[config.mk]
export PLATFORM = sky130hd
export DESIGN_NAME = skin_conductance_stress_detector_top
export DESIGN_NICKNAME = d
export VERILOG_FILES = /design/src/sv/scsd_pkg.sv /design/src/sv/scsd_div.sv /design/src/sv/scsd_ctrl.sv /design/src/sv/scsd_dp.sv /design/src/sv/skin_conductance_stress_detector_top.sv
export SDC_FILE = /design/constraint.sdc
export NUM_CORES = 2
export LEC_CHECK = 0
export BUFFER_PORTS_ARGS = -buffer_cell sky130_fd_sc_hd__buf_2
export CAP_MARGIN = 20
export CORE_AREA = 2 2 355 357
export CTS_BUF_LIST = sky130_fd_sc_hd__clkbuf_4
export DETAILED_ROUTE_END_ITERATION = 6
export DIE_AREA = 0 0 357 359
export MAX_ROUTING_LAYER = met4
export PLACE_DENSITY = 0.68
export SYNTH_ARGS = -nofsm -noshare
export SYNTH_HDL_FRONTEND = slang
export SYNTH_SLANG_ARGS = --single-unit
[constraint.sdc]
create_clock -name clk -period 7.2 [get_ports clk]
set_clock_uncertainty 0.2 [all_clocks]
set_input_delay 0.72 -clock clk [delete_from_list [all_inputs] [get_ports clk]]
set_output_delay 0.72 -clock clk [all_outputs]
set_load 0.02 [all_outputs]
[src/sv/scsd_pkg.sv]
`timescale 1ns / 1ps
// ----------------------------------------------------------------------------
// scsd_pkg: shared types and constants of the stress detector
// Sizes, fixed-point constants, register indexes, controller states and the
// command and status groups that join the controller to the datapath.
// ----------------------------------------------------------------------------
package scsd_pkg;

	localparam int PEAK_SLOTS    = 10;
	localparam int CAL_COUNT_MAX = 4096;

	localparam int SLOT_W   = $clog2(PEAK_SLOTS);
	localparam int CNT_W    = $clog2(CAL_COUNT_MAX + 1);
	localparam int SUM_W    = 12 + $clog2(CAL_COUNT_MAX);
	localparam int DIV_W    = 44;
	localparam int DVSR_W   = 28;
	localparam int DIV_CW   = $clog2(DIV_W + 1);

	localparam logic [31:0] WINDOW_MS   = 32'd60000;
	localparam logic [14:0] PCT_SCALE   = 15'd25600;
	localparam logic [17:0] EMA_K       = 18'd67109;
	localparam int          EMA_SHIFT   = 26;
	localparam logic [27:0] BASE_MAX    = 28'hFFFFFFF;
	localparam logic [9:0]  MS_PER_SEC  = 10'd1000;

	localparam logic [2:0] REG_START_TIME = 3'd0;
	localparam logic [2:0] REG_CAL_SEC    = 3'd1;
	localparam logic [2:0] REG_PEAK_AMP   = 3'd2;
	localparam logic [2:0] REG_STRESS_PCT = 3'd3;
	localparam logic [2:0] REG_PEAK_CNT   = 3'd4;

	typedef enum logic [3:0] {
		S_IDLE,
		S_CHECK,
		S_BDIV,
		S_MUL,
		S_PSTART,
		S_PDIV,
		S_SCAN,
		S_DONE
	} scsd_state_t;

	typedef struct packed {
		logic load;
		logic cal_acc;
		logic div_base;
		logic set_base;
		logic mul;
		logic div_pct;
		logic set_pct;
		logic pct_zero;
		logic scan;
		logic finish;
	} scsd_cmd_t;

	typedef struct packed {
		logic calib;
		logic need_base;
		logic base_nz;
		logic div_done;
		logic scan_last;
	} scsd_sts_t;

endpackage

[src/sv/scsd_div.sv]
`timescale 1ns / 1ps
// ----------------------------------------------------------------------------
// scsd_div: serial restoring divider
// Produces one quotient bit per cycle; done pulses once the quotient is final.
// ----------------------------------------------------------------------------
module scsd_div (
	input  logic                          clk,
	input  logic                          arst_n,
	input  logic                          start,
	input  logic [scsd_pkg::DIV_W-1:0]    dividend,
	input  logic [scsd_pkg::DVSR_W-1:0]   divisor,
	output logic                          done,
	output logic [scsd_pkg::DIV_W-1:0]    quotient
);

	logic [scsd_pkg::DVSR_W-1:0] rem_q;
	logic [scsd_pkg::DIV_W-1:0]  quo_q;
	logic [scsd_pkg::DVSR_W-1:0] dvsr_q;
	logic [scsd_pkg::DIV_CW-1:0] cnt_q;
	logic                        done_q;
	logic [scsd_pkg::DVSR_W:0]   shifted;
	logic [scsd_pkg::DVSR_W:0]   trial;

	assign shifted = {rem_q, quo_q[scsd_pkg::DIV_W-1]};
	assign trial   = shifted - {1'b0, dvsr_q};

	always_ff @(posedge clk or negedge arst_n) begin
		if (!arst_n) begin
			cnt_q  <= '0;
			done_q <= 1'b0;
		end else begin
			done_q <= 1'b0;
			if (start) begin
				cnt_q <= scsd_pkg::DIV_CW'(scsd_pkg::DIV_W);
			end else if (cnt_q != '0) begin
				cnt_q <= cnt_q - 1'b1;
				if (cnt_q == scsd_pkg::DIV_CW'(1)) begin
					done_q <= 1'b1;
				end
			end
		end
	end

	always_ff @(posedge clk) begin
		if (start) begin
			rem_q  <= '0;
			quo_q  <= dividend;
			dvsr_q <= divisor;
		end else if (cnt_q != '0) begin
			if (!trial[scsd_pkg::DVSR_W]) begin
				rem_q <= trial[scsd_pkg::DVSR_W-1:0];
				quo_q <= {quo_q[scsd_pkg::DIV_W-2:0], 1'b1};
			end else begin
				rem_q <= shifted[scsd_pkg::DVSR_W-1:0];
				quo_q <= {quo_q[scsd_pkg::DIV_W-2:0], 1'b0};
			end
		end
	end

	assign done     = done_q;
	assign quotient = quo_q;

endmodule

[src/sv/scsd_ctrl.sv]
`timescale 1ns / 1ps
// ----------------------------------------------------------------------------
// scsd_ctrl: sequencing controller
// Steps one request through the datapath and owns the result valid flag.
// ----------------------------------------------------------------------------
module scsd_ctrl (
	input  logic                 clk,
	input  logic                 arst_n,
	input  logic                 smp_valid,
	output logic                 smp_stall,
	output logic                 res_valid,
	input  logic                 res_stall,
	input  scsd_pkg::scsd_sts_t  sts,
	output scsd_pkg::scsd_cmd_t  cmd
);

	scsd_pkg::scsd_state_t state_q, state_d;
	logic                  res_valid_q;
	logic                  res_free;

	assign res_free = !res_valid_q || !res_stall;

	always_ff @(posedge clk or negedge arst_n) begin
		if (!arst_n) begin
			state_q     <= scsd_pkg::S_IDLE;
			res_valid_q <= 1'b0;
		end else begin
			state_q <= state_d;
			if (cmd.finish) begin
				res_valid_q <= 1'b1;
			end else if (!res_stall) begin
				res_valid_q <= 1'b0;
			end
		end
	end

	always_comb begin
		state_d   = state_q;
		cmd       = '0;
		smp_stall = 1'b1;
		case (state_q)
			scsd_pkg::S_IDLE: begin
				smp_stall = 1'b0;
				if (smp_valid) begin
					cmd.load = 1'b1;
					state_d  = scsd_pkg::S_CHECK;
				end
			end
			scsd_pkg::S_CHECK: begin
				if (sts.calib) begin
					cmd.cal_acc = 1'b1;
					state_d     = scsd_pkg::S_DONE;
				end else if (sts.need_base) begin
					cmd.div_base = 1'b1;
					state_d      = scsd_pkg::S_BDIV;
				end else begin
					state_d = scsd_pkg::S_MUL;
				end
			end
			scsd_pkg::S_BDIV: begin
				if (sts.div_done) begin
					cmd.set_base = 1'b1;
					state_d      = scsd_pkg::S_MUL;
				end
			end
			scsd_pkg::S_MUL: begin
				cmd.mul = 1'b1;
				state_d = scsd_pkg::S_PSTART;
			end
			scsd_pkg::S_PSTART: begin
				if (sts.base_nz) begin
					cmd.div_pct = 1'b1;
					state_d     = scsd_pkg::S_PDIV;
				end else begin
					cmd.pct_zero = 1'b1;
					state_d      = scsd_pkg::S_SCAN;
				end
			end
			scsd_pkg::S_PDIV: begin
				if (sts.div_done) begin
					cmd.set_pct = 1'b1;
					state_d     = scsd_pkg::S_SCAN;
				end
			end
			scsd_pkg::S_SCAN: begin
				cmd.scan = 1'b1;
				if (sts.scan_last) begin
					state_d = scsd_pkg::S_DONE;
				end
			end
			scsd_pkg::S_DONE: begin
				if (res_free) begin
					cmd.finish = 1'b1;
					state_d    = scsd_pkg::S_IDLE;
				end
			end
			default: begin
				state_d = scsd_pkg::S_IDLE;
			end
		endcase
	end

	assign res_valid = res_valid_q;

endmodule

[src/sv/scsd_dp.sv]
`timescale 1ns / 1ps
// ----------------------------------------------------------------------------
// scsd_dp: detector datapath
// Holds configuration, calibration sums, baseline, peak ring and the result
// register, and carries out the steps the controller commands.
// ----------------------------------------------------------------------------
module scsd_dp (
	input  logic                 clk,
	input  logic                 arst_n,
	input  logic                 cfg_wr_en,
	input  logic [2:0]           cfg_index,
	input  logic [31:0]          cfg_data,
	input  logic [11:0]          sample,
	input  logic [31:0]          time_ms,
	input  scsd_pkg::scsd_cmd_t  cmd,
	output scsd_pkg::scsd_sts_t  sts,
	output logic                 calibrating,
	output logic [27:0]          baseline_q16,
	output logic signed [23:0]   percent_above_q8,
	output logic [3:0]           peaks_in_window,
	output logic                 stress_flag
);

	logic [31:0] start_q;
	logic [9:0]  cal_sec_q;
	logic [11:0] amp_q;
	logic [9:0]  thr_pct_q;
	logic [3:0]  thr_cnt_q;

	logic [11:0] sample_q;
	logic [31:0] time_q;
	logic        calib_q;

	logic [scsd_pkg::SUM_W-1:0]  cal_sum_q;
	logic [scsd_pkg::CNT_W-1:0]  cal_cnt_q;
	logic [27:0]                 baseline_q;
	logic                        ready_q;
	logic [11:0]                 prev_q;
	logic [11:0]                 prev2_q;
	logic [31:0]                 stamps_q [scsd_pkg::PEAK_SLOTS];
	logic [scsd_pkg::SLOT_W-1:0] slot_q;
	logic [scsd_pkg::SLOT_W-1:0] scan_idx_q;
	logic [3:0]                  win_cnt_q;

	logic [43:0]        pct_num_q;
	logic               pct_neg_q;
	logic signed [47:0] ema_prod_q;
	logic signed [23:0] pct_q;

	logic [19:0]        cal_lim;
	logic [31:0]        elapsed;
	logic signed [29:0] delta;
	logic [28:0]        delta_mag;
	logic signed [12:0] diff, pdiff;
	logic               is_peak;
	logic [31:0]        win_lo;
	logic [31:0]        scan_stamp;
	logic               in_win;
	logic signed [47:0] ema_sum;
	logic signed [47:0] ema_step;
	logic signed [30:0] new_base;
	logic               elevated;
	logic               stress;

	logic                           div_start;
	logic [scsd_pkg::DIV_W-1:0]     div_dividend;
	logic [scsd_pkg::DVSR_W-1:0]    div_divisor;
	logic                           div_done;
	logic [scsd_pkg::DIV_W-1:0]     div_quo;

	assign cal_lim = cal_sec_q * scsd_pkg::MS_PER_SEC;
	assign elapsed = time_ms - start_q;

	assign delta     = $signed({2'b00, sample_q, 16'h0000}) - $signed({2'b00, baseline_q});
	assign delta_mag = delta[29] ? 29'(-delta) : delta[28:0];

	assign diff    = $signed({1'b0, sample_q}) - $signed({1'b0, prev_q});
	assign pdiff   = $signed({1'b0, prev_q}) - $signed({1'b0, prev2_q});
	assign is_peak = (pdiff > $signed({1'b0, amp_q}))
		&& ($signed({diff, 1'b0}) < -$signed({2'b00, amp_q}));

	assign win_lo     = (time_q > scsd_pkg::WINDOW_MS) ? time_q - scsd_pkg::WINDOW_MS : 32'd0;
	assign scan_stamp = stamps_q[scan_idx_q];
	assign in_win     = (scan_stamp > win_lo) && (scan_stamp <= time_q);

	assign ema_sum  = ema_prod_q + 48'sd33554432;
	assign ema_step = ema_sum >>> scsd_pkg::EMA_SHIFT;
	assign new_base = $signed({3'b000, baseline_q}) + ema_step[30:0];

	assign elevated = pct_q > $signed({6'b0, thr_pct_q, 8'h00});
	assign stress   = elevated || (win_cnt_q >= thr_cnt_q);

	assign div_start    = cmd.div_base || cmd.div_pct;
	assign div_dividend = cmd.div_base
		? scsd_pkg::DIV_W'({cal_sum_q, 16'h0000}) : pct_num_q;
	assign div_divisor  = cmd.div_base ? scsd_pkg::DVSR_W'(cal_cnt_q) : baseline_q;

	scsd_div u_div (
		.clk      (clk),
		.arst_n   (arst_n),
		.start    (div_start),
		.dividend (div_dividend),
		.divisor  (div_divisor),
		.done     (div_done),
		.quotient (div_quo)
	);

	assign sts.calib     = calib_q;
	assign sts.need_base = !ready_q && (cal_cnt_q != '0);
	assign sts.base_nz   = baseline_q != '0;
	assign sts.div_done  = div_done;
	assign sts.scan_last = scan_idx_q == scsd_pkg::SLOT_W'(scsd_pkg::PEAK_SLOTS - 1);

	// Configuration registers.
	always_ff @(posedge clk or negedge arst_n) begin
		if (!arst_n) begin
			start_q   <= 32'd0;
			cal_sec_q <= 10'd30;
			amp_q     <= 12'd50;
			thr_pct_q <= 10'd20;
			thr_cnt_q <= 4'd3;
		end else if (cfg_wr_en) begin
			case (cfg_index)
				scsd_pkg::REG_START_TIME: start_q   <= cfg_data;
				scsd_pkg::REG_CAL_SEC:    cal_sec_q <= cfg_data[9:0];
				scsd_pkg::REG_PEAK_AMP:   amp_q     <= cfg_data[11:0];
				scsd_pkg::REG_STRESS_PCT: thr_pct_q <= cfg_data[9:0];
				scsd_pkg::REG_PEAK_CNT:   thr_cnt_q <= cfg_data[3:0];
				default: ;
			endcase
		end
	end

	// Detector state.
	always_ff @(posedge clk or negedge arst_n) begin
		if (!arst_n) begin
			cal_sum_q  <= '0;
			cal_cnt_q  <= '0;
			baseline_q <= '0;
			ready_q    <= 1'b0;
			prev_q     <= '0;
			prev2_q    <= '0;
			slot_q     <= '0;
			for (int i = 0; i < scsd_pkg::PEAK_SLOTS; i++) begin
				stamps_q[i] <= '0;
			end
		end else begin
			if (cmd.cal_acc && (cal_cnt_q < scsd_pkg::CNT_W'(scsd_pkg::CAL_COUNT_MAX))) begin
				cal_sum_q <= cal_sum_q + scsd_pkg::SUM_W'(sample_q);
				cal_cnt_q <= cal_cnt_q + 1'b1;
			end
			if (cmd.set_base) begin
				ready_q    <= 1'b1;
				baseline_q <= (div_quo > scsd_pkg::DIV_W'(scsd_pkg::BASE_MAX))
					? scsd_pkg::BASE_MAX : div_quo[27:0];
			end
			if (cmd.mul) begin
				prev2_q <= prev_q;
				prev_q  <= sample_q;
				if (is_peak) begin
					stamps_q[slot_q] <= time_q;
					slot_q <= (slot_q == scsd_pkg::SLOT_W'(scsd_pkg::PEAK_SLOTS - 1))
						? '0 : slot_q + 1'b1;
				end
			end
			if (cmd.finish && !calib_q && !stress && ready_q) begin
				if (new_base < 0) begin
					baseline_q <= '0;
				end else if (new_base > $signed({3'b000, scsd_pkg::BASE_MAX})) begin
					baseline_q <= scsd_pkg::BASE_MAX;
				end else begin
					baseline_q <= new_base[27:0];
				end
			end
		end
	end

	// Per-request working registers.
	always_ff @(posedge clk) begin
		if (cmd.load) begin
			sample_q <= sample;
			time_q   <= time_ms;
			calib_q  <= elapsed < {12'h000, cal_lim};
		end
		if (cmd.mul) begin
			pct_num_q  <= delta_mag * scsd_pkg::PCT_SCALE;
			pct_neg_q  <= delta[29];
			ema_prod_q <= delta * $signed(scsd_pkg::EMA_K);
			scan_idx_q <= '0;
			win_cnt_q  <= '0;
		end
		if (cmd.pct_zero) begin
			pct_q <= '0;
		end
		if (cmd.set_pct) begin
			if (pct_neg_q) begin
				pct_q <= (div_quo > 44'd8388608) ? 24'sh800000 : 24'(-div_quo[23:0]);
			end else begin
				pct_q <= (div_quo > 44'd8388607) ? 24'sh7FFFFF : div_quo[23:0];
			end
		end
		if (cmd.scan) begin
			if (!sts.scan_last) begin
				scan_idx_q <= scan_idx_q + 1'b1;
			end
			if (in_win && (win_cnt_q != 4'hF)) begin
				win_cnt_q <= win_cnt_q + 1'b1;
			end
		end
		if (cmd.finish) begin
			calibrating      <= calib_q;
			baseline_q16     <= calib_q ? 28'd0 : baseline_q;
			percent_above_q8 <= calib_q ? 24'sd0 : pct_q;
			peaks_in_window  <= calib_q ? 4'd0 : win_cnt_q;
			stress_flag      <= !calib_q && stress;
		end
	end

endmodule

[src/sv/skin_conductance_stress_detector_top.sv]
`timescale 1ns / 1ps
// ----------------------------------------------------------------------------
// skin_conductance_stress_detector_top: skin conductance stress detector
// Calibrates a baseline, then reports level above baseline, recent peaks and
// a stress flag for every sample request.
// ----------------------------------------------------------------------------
// One request is processed at a time and yields exactly one result. A sample
// that falls inside the calibration phase gives its result once the check and
// done states have passed, and the next request can be accepted as soon as the
// controller is back in idle. With a nonzero baseline the serial divider first
// forms the percent-above-baseline quotient, and the peak window count then
// walks the stamp ring one slot per cycle. With no baseline the divider is
// skipped. The very first sample after calibration also runs the divider for
// the baseline, since the same divider first turns the calibration sum into
// the mean baseline. A finished result waits while the result register still
// holds an earlier result that the consumer stalls. The result register lets
// the next request be accepted while a previous result is still held by a
// stalled consumer. Configuration writes take effect on the clock edge at
// which the write enable is high and should be made only while the block is
// idle.
// ----------------------------------------------------------------------------
module skin_conductance_stress_detector_top (
	input  logic               clk,
	input  logic               arst_n,
	input  logic               cfg_wr_en,
	input  logic [2:0]         cfg_index,
	input  logic [31:0]        cfg_data,
	input  logic               smp_valid,
	output logic               smp_stall,
	input  logic [11:0]        sample,
	input  logic [31:0]        time_ms,
	output logic               res_valid,
	input  logic               res_stall,
	output logic               calibrating,
	output logic [27:0]        baseline_q16,
	output logic signed [23:0] percent_above_q8,
	output logic [3:0]         peaks_in_window,
	output logic               stress_flag
);

	// Apart from the sample and result handshakes, the controller sees only the
	// status group and drives only the command group; everything stored about the signal lives in the datapath.
	scsd_pkg::scsd_cmd_t cmd;
	scsd_pkg::scsd_sts_t sts;

	scsd_ctrl u_ctrl (
		.clk       (clk),
		.arst_n    (arst_n),
		.smp_valid (smp_valid),
		.smp_stall (smp_stall),
		.res_valid (res_valid),
		.res_stall (res_stall),
		.sts       (sts),
		.cmd       (cmd)
	);

	// The datapath holds configuration, baseline, peak ring and result fields.
	scsd_dp u_dp (
		.clk              (clk),
		.arst_n           (arst_n),
		.cfg_wr_en        (cfg_wr_en),
		.cfg_index        (cfg_index),
		.cfg_data         (cfg_data),
		.sample           (sample),
		.time_ms          (time_ms),
		.cmd              (cmd),
		.sts              (sts),
		.calibrating      (calibrating),
		.baseline_q16     (baseline_q16),
		.percent_above_q8 (percent_above_q8),
		.peaks_in_window  (peaks_in_window),
		.stress_flag      (stress_flag)
	);

endmodule

==> flow_summary.yaml <==
logic_synthesis:
  ys_warn_count: 0
  synth_nets: 6211
  synthDistinctLibCells: 79
  synth_ff_type: "dfrtp_1"
  synth_edf_count: 256
  synthXorXnorAreaFrac_pct: 4.77
  muxShareOfSynthArea_pct: 11.4
  ys_ff_latch: 785
  netlist_area_um2: 55700
  synth_compound_area_share_pct: 10.5
  yosys.area_share.simple_pct: 10.3
  synthAdderAreaFrac_pct: 20.2
  avgSynthCellArea_um2: 10.5
  async_flop_share_pct: 62.8
  synth_top_cell_by_area: "dfrtp_1"
  yosys-top-cells-area: "dfrtp_1 (22%), ha_1 (14%), edfxtp_1 (14%), mux2_2 (7.8%), fa_1 (5.9%)"
  synth_cells: 5325
  synth_top_family_by_area: "adder cells"
  synth.top_cell.area_share_pct: 21.7
  ys_seq_area_share_pct: 37.3
final_layout:
  sequential_cell_area_um2: 20800
  nFillCells: 11300
  drive_gt1_share_pct: 20.9
  area_growth_pct: 14.9
  multi_input_area_um2: 32400
  nNetsFinal: 6689
  final_cell_count_no_fill: 7644
  layout_commonest_cell: "ha_1"
  final_cell_mix: "ha_1 (631), inv_1 (590), dfrtp_1 (482)"
route:
  firstDrtPassIters: 5
  vias_per_cell: 5.53
  wl_per_cell_um: 20.1
  drtAntennaViolNets: 0
  route.detailed.drc: 0
  vias: 42300
  drt-total-wl_um: 154000
  drt_iter0_drc: 3045
clock_tree:
  cts_tree: "done"
  clock_latency_ns: 1.24
  htree_levels: 4
  cts_made_buffers: 210
  cts_root_buf: "clkbuf_4"
  cts_num_sinks: 785
  cts_buffer_depth: 3
  clk_transition_reported_paths_ns: 0.07
worst_setup_path:
  end_kind: "flop"
  path_class: "flop to flop"
  reg2reg_depth: 25
  critPathLaunchType: "flop"
  rrSetupSlack_ns: 0.15
  r2r_start: "u_dp.baseline_q[3]"
  cp.arrival_ns: 7.79
  endpoint: "u_dp.ema_prod_q[39]"
  path_max_fanout: 4
  startpoint: "u_dp.baseline_q[3]"
  worstReg2RegEnd: "u_dp.ema_prod_q[39]"
  crit_required_ns: 7.94
sta:
  finalCritPeriodShare_pct: 97.9
  min_period_ns: 7.05
  fin_tns_setup_ns: 0
  drv_slew: 0
  setup_viol: 0
  worstMarginPinSlew_ns: 1.10
  relSlewSlack_pct: 26.4
  rsz0062_at_grt: "true"
  timing.fmax_mhz: 142
  hold_viol: 0
floorplan:
  die_w_um: 357
  rows: 130
  io_pins: 144
  die_y_um: 359
  coreArea_um2: 125000
  initial_core_util_pct: 44.7
  dieArea_um2: 128000
run:
  cap_violations: 0
place:
  numPortBuffers: 143
  dp.cells: 7086
  hpwl_um: 112000
  gp_congestion: 0.938
global_routing:
  antenna_found_initial: 17
  grt_max_degree: 133
  track_usage_pct: 24.8
  grt_pass1_wl_um: 241000
  grt-ovfl-total: 0
  grt_pass1_vias: 42700
hold_path:
  worst_hold_path.num_cells: 2
  hold_start: "time_ms[0]"
  hold_path.class: "primary input to flop"
run_status:
  status: "completed"
[final cells by class]
type / instances / area share [%]
inverters: 595 / 3.49
clock buffers: 307 / 3.60
flip-flops and latches: 785 / 32.5
multi-input cells: 3738 / 50.7
repair buffers: 473 / 5.73
diodes: 18 / 0.0704
clock inverters: 78 / 0.702
well taps: 1650 / 3.23
[worst min-delay path by stage]
stage	slack, ns	endpoint
after CTS	0.0006	u_dp.time_q[11]
after global placement	0.26	u_dp.cal_sum_q[23]
after global routing	0.02	u_dp.time_q[0]
final	0.09	u_dp.time_q[0]
after detailed placement	0.27	u_dp.prev2_q[4]
after floorplan	0.22	u_ctrl.res_valid
[synthesized netlist by cell type (8+ instances only)]
| cell | number |
|---|---|
| dfxtp_1 | 36 |
| nand2_1 | 374 |
| or2_2 | 15 |
| and2_1 | 22 |
| o21bai_1 | 16 |
| ha_1 | 638 |
| nor3b_1 | 19 |
| a211oi_1 | 48 |
| buf_1 | 25 |
| o22ai_1 | 8 |
| a2111oi_0 | 8 |
| and4_1 | 10 |
| nor4_1 | 30 |
| a211o_1 | 11 |
| o21a_1 | 35 |
| nor2_1 | 250 |
| o211ai_1 | 29 |
| o21ai_0 | 337 |
| a31oi_1 | 26 |
| mux2_2 | 387 |
| a21o_1 | 102 |
| nand4_1 | 60 |
| o31ai_1 | 15 |
| mux4_2 | 64 |
| nand3b_1 | 8 |
| dfrtp_1 | 482 |
| fa_1 | 164 |
| a21oi_1 | 207 |
| clkbuf_1 | 176 |
| xnor2_1 | 211 |
| inv_1 | 594 |
| edfxtp_1 | 256 |
| or3_1 | 29 |
| nor2b_1 | 84 |
| nand3_1 | 86 |
| xor2_1 | 92 |
| mux2i_1 | 56 |
| nor3_1 | 94 |
| a21boi_0 | 9 |
| nand2b_1 | 42 |
| dfstp_2 | 11 |
| a22oi_1 | 33 |
| and3_1 | 24 |
[stage by stage]
stage	area [µm²]	setup WS [ns]	hold slack (ns)	utilization, %
4_1_cts	63400	0.0222	0.000587	50.9
6_report	63900	0.148	0.0881	51.3
2_1_floorplan	55700	-0.0468	0.224	-
5_1_grt	63900	-0.236	0.0179	51.3
3_3_place_gp	59200	-0.0506	0.259	47.5
3_5_place_dp	59200	-0.187	0.270	47.5
[sequential cells by signal (all words and copies together), names as in the netlist, 13 cells and up]
register / count
u_dp.stamps_q: 320
u_dp.u_div.quotient: 44
u_dp.pct_num_q: 33
u_dp.start_q: 32
u_dp.time_q: 32
u_dp.baseline_q16: 28
u_dp.baseline_q: 28
u_dp.u_div.dvsr_q: 28
u_dp.u_div.rem_q: 28
u_dp.cal_sum_q: 24
u_dp.pct_q: 24
u_dp.percent_above_q8: 24
u_dp.ema_prod_q: 23
u_dp.cal_cnt_q: 13
[cells by family after synthesis]
kind of cell | Yosys count
AND/OR/NAND/NOR | 1178
AO/OA/AOI/OAI | 948
buffers and inverters | 802
adder cells (fa/ha/maj) | 802
flip-flops | 785
multiplexers | 507
XOR/XNOR | 303
[critical path, cell delays in order, from the launching register on]
cell and delay, ns:
dfrtp_1 0.40, nor4_4 0.33, nor3b_2 0.25, nand2b_1 0.12, or4_4 0.47, xor2_4 0.19, ha_1 0.30, ha_1 0.28
ha_1 0.29, inv_2 0.04, fa_1 0.54, inv_2 0.04, fa_1 0.51, fa_1 0.50, ha_1 0.29, nand4_1 0.17
a2111oi_4 0.25, o21ai_1 0.18, a21oi_2 0.26, o31ai_4 0.13, o31ai_4 0.37, a211o_1 0.22, buf_4 0.12, a21o_1 0.13
a21oi_1 0.08, xnor2_1 0.12
[timing repair]
item | CTS | global route
buffers inserted | 1 | 11
setup endpoints to repair | 11 | 24
hold buffers | 141 | 0
hold endpoints to repair | 405 | 0
pin swaps | 3 | 40
gates resized for setup | 7 | 72
[routing by layer]
| layer | up-vias | share of wire [%] | GRT usage [%] |
|---|---|---|---|
| met2 | 1284 | 45 | 36.7 |
| li1 | 19800 | - | - |
| met5 | - | 0 | - |
| met1 | 20900 | 46 | 34.4 |
| met4 | 0 | 2.8 | 8.15 |
| met3 | 281 | 6.7 | 4.18 |
Power is left out: the tool's default activity adds up to more than one toggle a clock period on the data nets, which glitch-free logic cannot reach.
